`config.mk`:
```
export PLATFORM = sky130hd
export DESIGN_NAME = mfpm_slot_store
export DESIGN_NICKNAME = d
export VERILOG_FILES = /design/src/hw/rtl/mfpm_pkg.sv /design/src/hw/rtl/mfpm_slot_store.sv
export SDC_FILE = /design/constraint.sdc
export NUM_CORES = 1
export LEC_CHECK = 0
export ABC_AREA = 1
export BUFFER_PORTS_ARGS = -buffer_cell sky130_fd_sc_hd__buf_2
export CORE_MARGIN = 1.5
export CORE_UTILIZATION = 40
export CTS_CLUSTER_DIAMETER = 100
export DETAILED_ROUTE_END_ITERATION = 6
export GPL_ROUTABILITY_DRIVEN = 0
export GPL_TIMING_DRIVEN = 0
export RECOVER_POWER = 25
export REMOVE_ABC_BUFFERS = 1
export SLEW_MARGIN = 20
export SYNTH_ARGS = -nofsm -noshare
export SYNTH_HDL_FRONTEND = slang
export SYNTH_SLANG_ARGS = --single-unit
export TNS_END_PERCENT = 1
```
`constraint.sdc`:
```
create_clock -name i_clk -period 7.3 [get_ports i_clk]
set_clock_uncertainty 0.2 [all_clocks]
set_input_delay 0.73 -clock i_clk [delete_from_list [all_inputs] [get_ports i_clk]]
set_output_delay 0.73 -clock i_clk [all_outputs]
set_load 0.02 [all_outputs]
```
`src/hw/rtl/mfpm_pkg.sv`:
```
package mfpm_pkg;

    // Default geometry and pattern count.
    localparam int FRAME_WIDTH_DEF  = 128;
    localparam int FRAME_HEIGHT_DEF = 32;
    localparam int NUM_PATTERNS_DEF = 32;

    // Counter and field widths.
    localparam int CNT_W   = 13;
    localparam int ID_W    = 16;
    localparam int CH_W    = 8;
    localparam int SLOT_W  = 5;
    localparam int FRAC_W  = 17;
    localparam int PROD_W  = 30;
    localparam int OUT_CNT_W = 6;

    localparam logic [CNT_W-1:0] CNT_MAX = '1;
    localparam int MAX_OUT = 32;

    // Pixel classification thresholds.
    localparam logic [CH_W-1:0] WILD_RB_MIN = 8'd200;
    localparam logic [CH_W-1:0] WILD_G_LIM  = 8'd100;
    localparam logic [CH_W-1:0] LIT_MIN     = 8'd32;

    // Fraction scale and rounding.
    localparam logic [FRAC_W-1:0] FRAC_ONE  = 17'd65536;
    localparam logic [PROD_W-1:0] ROUND_ADD = 30'd32768;

    // Configuration register indexes and reset values.
    localparam logic [1:0] CFG_MATCH_FRACTION = 2'd0;
    localparam logic [1:0] CFG_COLOR_TOL      = 2'd1;
    localparam logic [1:0] CFG_COMPARE_COLOR  = 2'd2;

    localparam logic [FRAC_W-1:0] FRAC_RESET = 17'd58982;
    localparam logic [CH_W-1:0]   TOL_RESET  = 8'd16;

    // Operation codes of an input word.
    localparam logic OP_LOAD  = 1'b0;
    localparam logic OP_FRAME = 1'b1;

    // Result kinds.
    localparam logic KIND_STATUS = 1'b0;
    localparam logic KIND_TRANS  = 1'b1;

    typedef struct packed {
        logic            care;
        logic            lit;
        logic [CH_W-1:0] red;
        logic [CH_W-1:0] green;
        logic [CH_W-1:0] blue;
    } t_pix;

    typedef struct packed {
        logic [ID_W-1:0]  trigger;
        logic [CNT_W-1:0] care;
        logic [CNT_W-1:0] mism;
        logic [CNT_W-1:0] uni;
    } t_ent;

    typedef struct packed {
        logic rd;
        logic wr;
    } t_mem_ctl;

    function automatic logic [CNT_W-1:0] sat_inc(input logic [CNT_W-1:0] v);
        sat_inc = (v == CNT_MAX) ? CNT_MAX : v + 1'b1;
    endfunction

    function automatic logic [CH_W-1:0] abs_diff(input logic [CH_W-1:0] a,
                                                 input logic [CH_W-1:0] b);
        abs_diff = (a > b) ? a - b : b - a;
    endfunction

endpackage

```
`src/hw/rtl/mfpm_slot_store.sv`:
```
module mfpm_slot_store #(
    parameter int NUM_PATTERNS = mfpm_pkg::NUM_PATTERNS_DEF
) (
    input  logic                  i_clk,
    input  logic                  i_rst_n,
    input  mfpm_pkg::t_mem_ctl    i_ctl,
    input  logic [((NUM_PATTERNS > 1) ? $clog2(NUM_PATTERNS) : 1)-1:0] i_raddr,
    input  logic [((NUM_PATTERNS > 1) ? $clog2(NUM_PATTERNS) : 1)-1:0] i_waddr,
    input  mfpm_pkg::t_ent        i_wdata,
    output mfpm_pkg::t_ent        o_rdata
);

    mfpm_pkg::t_ent          r_mem [NUM_PATTERNS];
    mfpm_pkg::t_ent          r_rd;
    logic                    r_rd_ok;
    logic [NUM_PATTERNS-1:0] r_ok;

    // Mismatch and union counters of an entry never written read as zero.
    always_ff @(posedge i_clk) begin
        if (!i_rst_n) begin
            r_ok <= '0;
        end else if (i_ctl.wr) begin
            r_ok[i_waddr] <= 1'b1;
        end
    end

    always_ff @(posedge i_clk) begin
        if (i_ctl.wr) begin
            r_mem[i_waddr] <= i_wdata;
        end
        if (i_ctl.rd) begin
            r_rd    <= r_mem[i_raddr];
            r_rd_ok <= r_ok[i_raddr];
        end
    end

    always_comb begin
        o_rdata = r_rd;
        if (!r_rd_ok) begin
            o_rdata.mism = '0;
            o_rdata.uni  = '0;
        end
    end

endmodule

```
==> results.txt, run 1 <==
----------------------------------------------------
[Floorplan]
  Die footprint ... 189,000 sq um
  Core area ... 185,000 sq um
  Die height ... 434 microns
  Floorplan die width ... 434 microns
  I/O Pins ... 124
  Initial Utilization ... 0.402
  Cell row count ... 158

[Worst setup path]
  Termination of the worst setup path ... o_rdata[46]
  Maximum single-stage delay on the critical path ... 0.55 ns
  Worst path arrival time ... 4.40 ns
  End of the worst register-to-register path ... o_rdata[31]
  Nature of the critical path endpoint ... flip-flop
  Maximum fanout encountered on the critical timing path ... 151
  Critical Path Source Type ... primary input
  Worst Reg-to-Reg Cells ... 8
  Critical Path RT ... 7.70 ns
  Cell with the largest stage delay on the worst path ... sky130_fd_sc_hd__buf_16
  Most used cell along the critical path ... sky130_fd_sc_hd__nand2_1
  Ordered list of cells on the worst path ... buf_8 > buf_16 > inv_16 > buf_16 > buf_16 > buf_16 > nand2_1 > nand3_1 > nand3_1 > nand2_1 > nand2_1 > nand2_1 > nand2_1 > nand2_1
  Beginning of the critical path ... i_raddr[0]
  Critical setup path kind ... in2reg
  Launch point of the worst reg-to-reg path ... r_mem[12][31]
  Slack of the worst reg-to-reg path ... 5.71 ns

[Detailed routing]
  Ratio of routed vias to standard cells ... 5.29
  Via count of the routed design ... 47,519
  Routed wire length ... 201,000 microns
  Remaining number of nets flagged by the antenna check after routing ... 0
  Number of DRC markers after the initial detailed-route iteration ... 5,142
  Number of remaining DRC errors ... 2
  First drt pass iteration count ... 7
  WL/cell ... 22.3 microns

[Layout]
  Net count reported at finish ... 6,431
  Flip-flop and latch area ... 55,200 sq um
  Number of filler instances in the final layout ... 16,505
  Area used by multi-input combinational logic ... 16,900 sq um
  Layout Utilization ... 0.460
  Design area ... 85,100 sq um
  Share of post-route cells with drive strength above 1 ... 0.0771
  Layout overhead on the synthesized area ... 14.4%

[Power]
  Net Sw Frac ... 0.220
  Relative contribution of combinational cells to total power ... 0.062
  Pwr per Cell Area ... 258 nW/um^2
  Total power of the final layout ... 0.0219 W
  Internal power summed over all cells ... 0.0171 W
  Leakage ... 30.9 nW
  Max rail drop VDD ... 0.262 mV
  Reported net switching power ... 0.00483 W
  Proportion of power drawn by the clock network ... 0.397
  Sequential power share ... 0.541

[Yosys]
  Async set-or-reset flop fraction in the synthesized netlist ... 0
  Post-Synthesis Mean Instance Area ... 11.8 sq um
  Share of synthesized area occupied by flip-flops and latches ... 0.742
  Distinct cells, synth ... 17
  Leading cell types by total area after synthesis ... sky130_fd_sc_hd__edfxtp_1, sky130_fd_sc_hd__nand2_1, sky130_fd_sc_hd__nand3_1, sky130_fd_sc_hd__buf_2, sky130_fd_sc_hd__dfxtp_1
  Top cell type's share of synthesized area ... 0.733
  Cell taking the most area after synthesis ... sky130_fd_sc_hd__edfxtp_1
  Top post-synthesis cells by count ... sky130_fd_sc_hd__nand2_1, sky130_fd_sc_hd__edfxtp_1, sky130_fd_sc_hd__nand3_1
  Number of synthesized flops with an enable pin ... 1,816
  Summed instance area of the synthesized netlist ... 74,400 sq um
  Number of synthesized register bits ... 1,848
  Most instantiated library cell after synthesis ... sky130_fd_sc_hd__nand2_1
  Instance count of the mapped netlist ... 6,321
  Number of warnings reported in the yosys synthesis log ... 0
  Most used flip-flop cell after synthesis ... sky130_fd_sc_hd__edfxtp_1

[CTS]
  CTS sink count ... 1,848
  Clock tree buffer depth ... 3
  Post-cts resize count ... 0
  Postcts setup bufs ... 0
  Skew-Pair Late Insertion Delay ... 0.80 ns
  Clock tree from TritonCTS ... done
  Hold_buf cts ... 0
  Number of buffers created by CTS ... 177
  Worst-path clk slew ... 0.06 ns
  Deepest level of the CTS H-tree ... 4
  CTS root buffer ... sky130_fd_sc_hd__clkbuf_16

[Timing]
  Setup repair after global routing missed its margin ... no
  Period minus WS final ... 4.00 ns
  Normalized max-slew margin ... 0.130
  Hold violation total from the final report ... 0
  Post-route clock period utilization ... 0.548
  Max Clk Rate ... 0.250 GHz
  Final-report setup violation count ... 0
  Number of slew-limit violations in the final report ... 0
  Slew @ Worst Pin ... 1.31 ns
  Total negative slack for setup checks ... 0 ns
  Worst path setup slack after routing ... 3.30 ns

[Placed design]
  Placement Cell Area ... 79,700 sq um
  Worst setup slack before clock tree synthesis ... 2.39 ns
  Port-buffer cells ... 123
  Detailed placer's ending HPWL ... 109,000 microns

[Min path]
  Source of the worst hold timing path ... i_waddr[1]
  Worst Hold Class ... in2reg

[GRT]
  Initial antenna violation count ... 15
  Overall track demand over capacity in global routing ... 0.210
  Residual overflow from global routing ... 0
  Met3 routing resource usage after global routing ... 0.0300
  Largest net degree at the start of global routing ... 191
  Global-route wire length before repair ... 292,000 microns
  Number of global-route vias before repair ... 44,097
  Met1 GRT Util ... 0.294
  Busiest layer in global routing ... met2
  Met2 layer usage reported by global route ... 0.335

[Outcome]
  Failing checks ... DRC
  Run status ... finished with violations

[Run]
  Max-cap check violation count ... 0

----------------------------------------------------
sequential cells by signal, summed over array words and instances (netlist names):
register	cells
r_rd_ok	1
r_rd	26
o_rdata	29
r_ok	32
r_mem	1760
kinds of logic after synthesis:
kind of cell / Yosys count / synth area share
compound gates: 1 / 0.0000672
buf+inv: 475 / 0.0336
flops: 1848 / 0.742
simple gates: 3997 / 0.225
cells in the final DEF, fill, tap and decap left out, drive strengths merged, types with 3 or more instances in the layout:
cell and count:
buf 244, nand3 1344, clkbuf 278, clkinvlp 3, edfxtp 1816, inv 57, bufinv 9, nor3 12
nor2 87, nand2 2553, dfxtp 32, clkinv 57, diode 4
how the worst min path moves through the flow:
stage / cells after the start / endpoint
after floorplan: 2 / r_ok[29]
after global placement: 2 / r_ok[1]
after detailed placement: 2 / r_ok[16]
after CTS: 4 / r_ok[29]
after global routing: 4 / r_ok[29]
final: 4 / r_ok[29]
per-layer routing:
| metal | routed length [microns] | share of wire | vias to the layer above |
|---|---|---|---|
| met2 | 94400 | 0.47 | 1853 |
| met4 | 6020 | 0.030 | 12 |
| li1 | - | - | 22005 |
| met3 | 15000 | 0.075 | 367 |
| met1 | 85200 | 0.42 | 23282 |
| met5 | 68 | 0.00034 | - |
layout make-up:
| type | instances | share of cell area |
|---|---|---|
| Tap cell | 2480 | 0.0365 |
| Multi-Input combinational cell | 3998 | 0.199 |
| Clock inverter | 70 | 0.00671 |
| Inverter | 56 | 0.00340 |
| Clock buffer | 241 | 0.0565 |
| Timing Repair Buffer | 281 | 0.0496 |
| Antenna cell | 4 | 0.000118 |
| Sequential cell | 1848 | 0.649 |
critical path, delay by kind of cell:
kind	cells	cell delay [ns]
buffers and inverters	6	2.50
and+or+nand+nor	8	0.78
power by group through the flow:
stage	Combinational (W)	Clock [W]	Sequential (W)
6_report	0.00135	0.00871	0.0119
5_1_grt	0.00150	0.00922	0.0119
4_1_cts	0.00136	0.00885	0.0118
3_5_place_dp	0.00136	0	0.0121
3_3_place_gp	0.00146	0	0.0121
2_1_floorplan	0.000673	0	0.0121
metrics by stage:
| stage | std cells | hold slack (ns) |
|---|---|---|
| final | 8978 | 0.104 |
| after global routing | 8978 | 0.113 |
| after CTS | 8974 | 0.0412 |
| after detailed placement | 8663 | 0.258 |
| after global placement | 8505 | 0.248 |
| after floorplan | 5902 | 0.237 |
Power figures use the tool's default switching activity.
==> run 2, diff against run 1 <==
==> constraint.sdc (replaced) <==
create_clock -name i_clk -period 4.1 [get_ports i_clk]
set_clock_uncertainty 0.2 [all_clocks]
set_input_delay 0.41 -clock i_clk [delete_from_list [all_inputs] [get_ports i_clk]]
set_output_delay 0.41 -clock i_clk [all_outputs]
set_load 0.02 [all_outputs]
==> run 2 against run 1 <==
Compared with the run above:
- the run now ends clean
- global-route usage hardly changed
- utilization is 0.34 points higher
- count of clock-buffer cells in the layout stayed put
- via count is 0.20% higher
- critical path depth stayed put
- setup slack worse by 2.9 ns
- power is 78% higher
- critical path type unchanged
- largest cell class unchanged
- largest power group unchanged
- highest routed layer unchanged
==> results.txt, run 2 (synthesis gave the netlist of run 1 again) <==
----------------------------------------------------
[CTS]
  Clock tree buffer depth ... 3 (unchanged)
  Clock tree from TritonCTS ... done (unchanged)
  CTS sink count ... 1,848 (unchanged)
  CTS root buffer ... sky130_fd_sc_hd__clkbuf_16 (unchanged)
  Deepest level of the CTS H-tree ... 4 (unchanged)
  Post-cts resize count ... 0 (unchanged)
  Skew-Pair Late Insertion Delay ... 0.81 ns (was 0.80 ns)
  Worst-path clk slew ... 0.06 ns (about the same)
  Number of buffers created by CTS ... 177 (unchanged)

[Worst setup path]
  End of the worst register-to-register path ... o_rdata[31] (unchanged)
  Critical setup path kind ... in2reg (unchanged)
  Slack of the worst reg-to-reg path ... 2.51 ns (was 5.71 ns)
  Launch point of the worst reg-to-reg path ... r_mem[12][31] (unchanged)
  Maximum fanout encountered on the critical timing path ... 151 (unchanged)
  Worst path arrival time ... 4.15 ns (was 4.40 ns)
  Nature of the critical path endpoint ... flip-flop (unchanged)
  Critical Path Source Type ... primary input (unchanged)
  Worst Reg-to-Reg Cells ... 8 (unchanged)
  Critical Path RT ... 4.51 ns (was 7.70 ns)

[Floorplan]
  Die footprint ... 189,000 sq um (unchanged)
  Initial Utilization ... 0.402 (unchanged)
  Cell row count ... 158 (unchanged)
  I/O Pins ... 124 (unchanged)
  Floorplan die width ... 434 microns (unchanged)
  Die height ... 434 microns (unchanged)
  Core area ... 185,000 sq um (unchanged)

[Layout]
  Cell Count, Final, Fillers Out ... 9,038 (was 8,978)
  Share of post-route cells with drive strength above 1 ... 0.0770 (was 0.0771)
  Number of filler instances in the final layout ... 16,453 (was 16,505)
  Most common library cell in the layout ignoring fill and taps ... sky130_fd_sc_hd__nand2_1 (unchanged)
  Number of flip-flops under the largest register name ... 1,760 (unchanged)
  Net count reported at finish ... 6,493 (was 6,431)
  Area used by multi-input combinational logic ... 16,900 sq um (unchanged)
  Highest-count cells in the layout ignoring fill and taps ... sky130_fd_sc_hd__nand2_1, sky130_fd_sc_hd__edfxtp_1, sky130_fd_sc_hd__nand3_1 (unchanged)
  Layout Utilization ... 0.463 (was 0.460)
  Flip-flop and latch area ... 55,200 sq um (unchanged)
  Layout overhead on the synthesized area ... 15.2% (was 14.4%)
  Largest register by flop count ... r_mem (unchanged)

[GRT]
  Largest net degree at the start of global routing ... 191 (unchanged)
  Met1 GRT Util ... 0.296 (was 0.294)
  Overall track demand over capacity in global routing ... 0.210 (about the same)
  Global-route wire length before repair ... 293,000 microns (was 292,000 microns)
  Number of global-route vias before repair ... 44,371 (was 44,097)
  Residual overflow from global routing ... 0 (unchanged)
  Initial antenna violation count ... 8 (was 15)
  Met3 routing resource usage after global routing ... 0.0286 (was 0.0300)
  Met2 layer usage reported by global route ... 0.337 (was 0.335)
  Busiest layer in global routing ... met2 (unchanged)

[Power]
  Max rail drop VDD ... 0.465 mV (was 0.262 mV)
  Pwr per Cell Area ... 456 nW/um^2 (was 258 nW/um^2)
  Leakage ... 31.2 nW (was 30.9 nW)

[Detailed routing]
  Ratio of routed vias to standard cells ... 5.27 (was 5.29)
  First drt pass iteration count ... 5 (was 7)
  Remaining number of nets flagged by the antenna check after routing ... 0 (unchanged)
  Number of remaining DRC errors ... 0 (was 2)
  Routed wire length ... 201,000 microns (about the same)
  Number of DRC markers after the initial detailed-route iteration ... 5,272 (was 5,142)
  WL/cell ... 22.2 microns (was 22.3 microns)
  Via count of the routed design ... 47,615 (was 47,519)

[Timing]
  Normalized max-slew margin ... 0.123 (was 0.130)
  Slew @ Worst Pin ... 1.31 ns (about the same)
  Period minus WS final ... 3.74 ns
  Worst path setup slack after routing ... 0.363 ns (was 3.30 ns)
  Setup repair after global routing missed its margin ... no (unchanged)
  Max Clk Rate ... 0.268 GHz
  Final-report setup violation count ... 0 (unchanged)
  Post-route clock period utilization ... 0.911
  Number of slew-limit violations in the final report ... 0 (unchanged)
  Hold violation total from the final report ... 0 (unchanged)

[Placed design]
  Port-buffer cells ... 123 (unchanged)
  Detailed placer's ending HPWL ... 109,000 microns (unchanged)
  Worst setup slack before clock tree synthesis ... -0.491 ns (was 2.39 ns)
  # placed instances ... 8,663 (unchanged)

[Min path]
  Worst Hold Class ... in2reg (unchanged)
  Hold Crit Endpoint ... r_mem[30][26] (was r_ok[29])
  Cells on Worst Hold Path ... 4 (unchanged)
  Source of the worst hold timing path ... i_waddr[0] (was i_waddr[1])

[Outcome]
  Run status ... finished, final reports clean (was finished with violations)

[Run]
  Max-cap check violation count ... 0 (unchanged)

----------------------------------------------------
## run 2: cell count changes in the layout (fill, tap and decap cells not counted)
| cell | previous run | this run |
|---|---|---|
| sky130_fd_sc_hd__dlygate4sd3_1 | 0 | 62 |
| sky130_fd_sc_hd__clkbuf_1 | 94 | 90 |
| sky130_fd_sc_hd__diode_2 | 4 | 2 |
| sky130_fd_sc_hd__buf_2 | 91 | 95 |
## run 2: how the worst max path moves through the flow
stage                         endpoint        from  slack, ns  cells past startpoint
after floorplan           r_mem[29][0]    i_ctl[0]      -2.75                      4
after CTS                  o_rdata[46]  i_raddr[0]       0.36                     14
after global placement     o_rdata[46]  i_raddr[0]     -45.50                     10
final                      o_rdata[34]  i_raddr[0]       0.36                     14
after detailed placement   o_rdata[46]  i_raddr[0]      -0.49                     14
after global routing       o_rdata[46]  i_raddr[0]       0.09                     14
## run 2: cell type report
| class | instances | share of cell area |
|---|---|---|
| Antenna cell | 2 | 0.0000584 |
| Clock buffer | 241 | 0.0561 |
| Clock inverter | 70 | 0.00666 |
| Inverter | 56 | 0.00337 |
| Multi-Input combinational cell | 3998 | 0.197 |
| Sequential cell | 1848 | 0.644 |
| Tap cell | 2480 | 0.0362 |
| Timing Repair Buffer | 343 | 0.0565 |
## run 2: what timing repair did
action	CTS	global route
endpoints found under the hold margin	1802	0
setup buffers	0	0
hold buffers	62	0
## run 2: worst max-delay path: stages
cell	delay (ns)
sky130_fd_sc_hd__buf_8	0.23
sky130_fd_sc_hd__buf_16	0.30
sky130_fd_sc_hd__inv_16	0.43
sky130_fd_sc_hd__buf_16	0.55
sky130_fd_sc_hd__buf_16	0.55
sky130_fd_sc_hd__buf_16	0.48
sky130_fd_sc_hd__nand2_1	0.12
sky130_fd_sc_hd__nand3_1	0.10
sky130_fd_sc_hd__nand3_1	0.08
sky130_fd_sc_hd__nand2_1	0.09
sky130_fd_sc_hd__nand2_1	0.05
sky130_fd_sc_hd__nand2_1	0.10
sky130_fd_sc_hd__nand2_1	0.05
sky130_fd_sc_hd__nand2_1	0.20
## run 2: through the flow
stage	area (sq um)	setup TNS (ns)	total power, W	hold slack (ns)
after global placement	75800	-9247.37	0.0241	0.248
after global routing	85700	0	0.0403	0.0802
after detailed placement	79700	-3.91	0.0239	0.258
final	85700	0	0.0391	0.0809
after floorplan	72100	-229.50	0.0227	0.237
after CTS	85700	0	0.0393	0.0317
## run 2: routing by layer
layer  vias to the layer above  part of all wire
met2                      1755              0.47
met3                       346             0.068
met4                         6             0.028
met1                     23380              0.43
met5                         -           0.00017
li1                      22128                 -
## run 2: power by group
group	internal, W	switching (W)
Sequential	0.0210	0.0000664
Clock	0.00872	0.00678
Combinational	0.000694	0.00177
Total	0.0305	0.00861
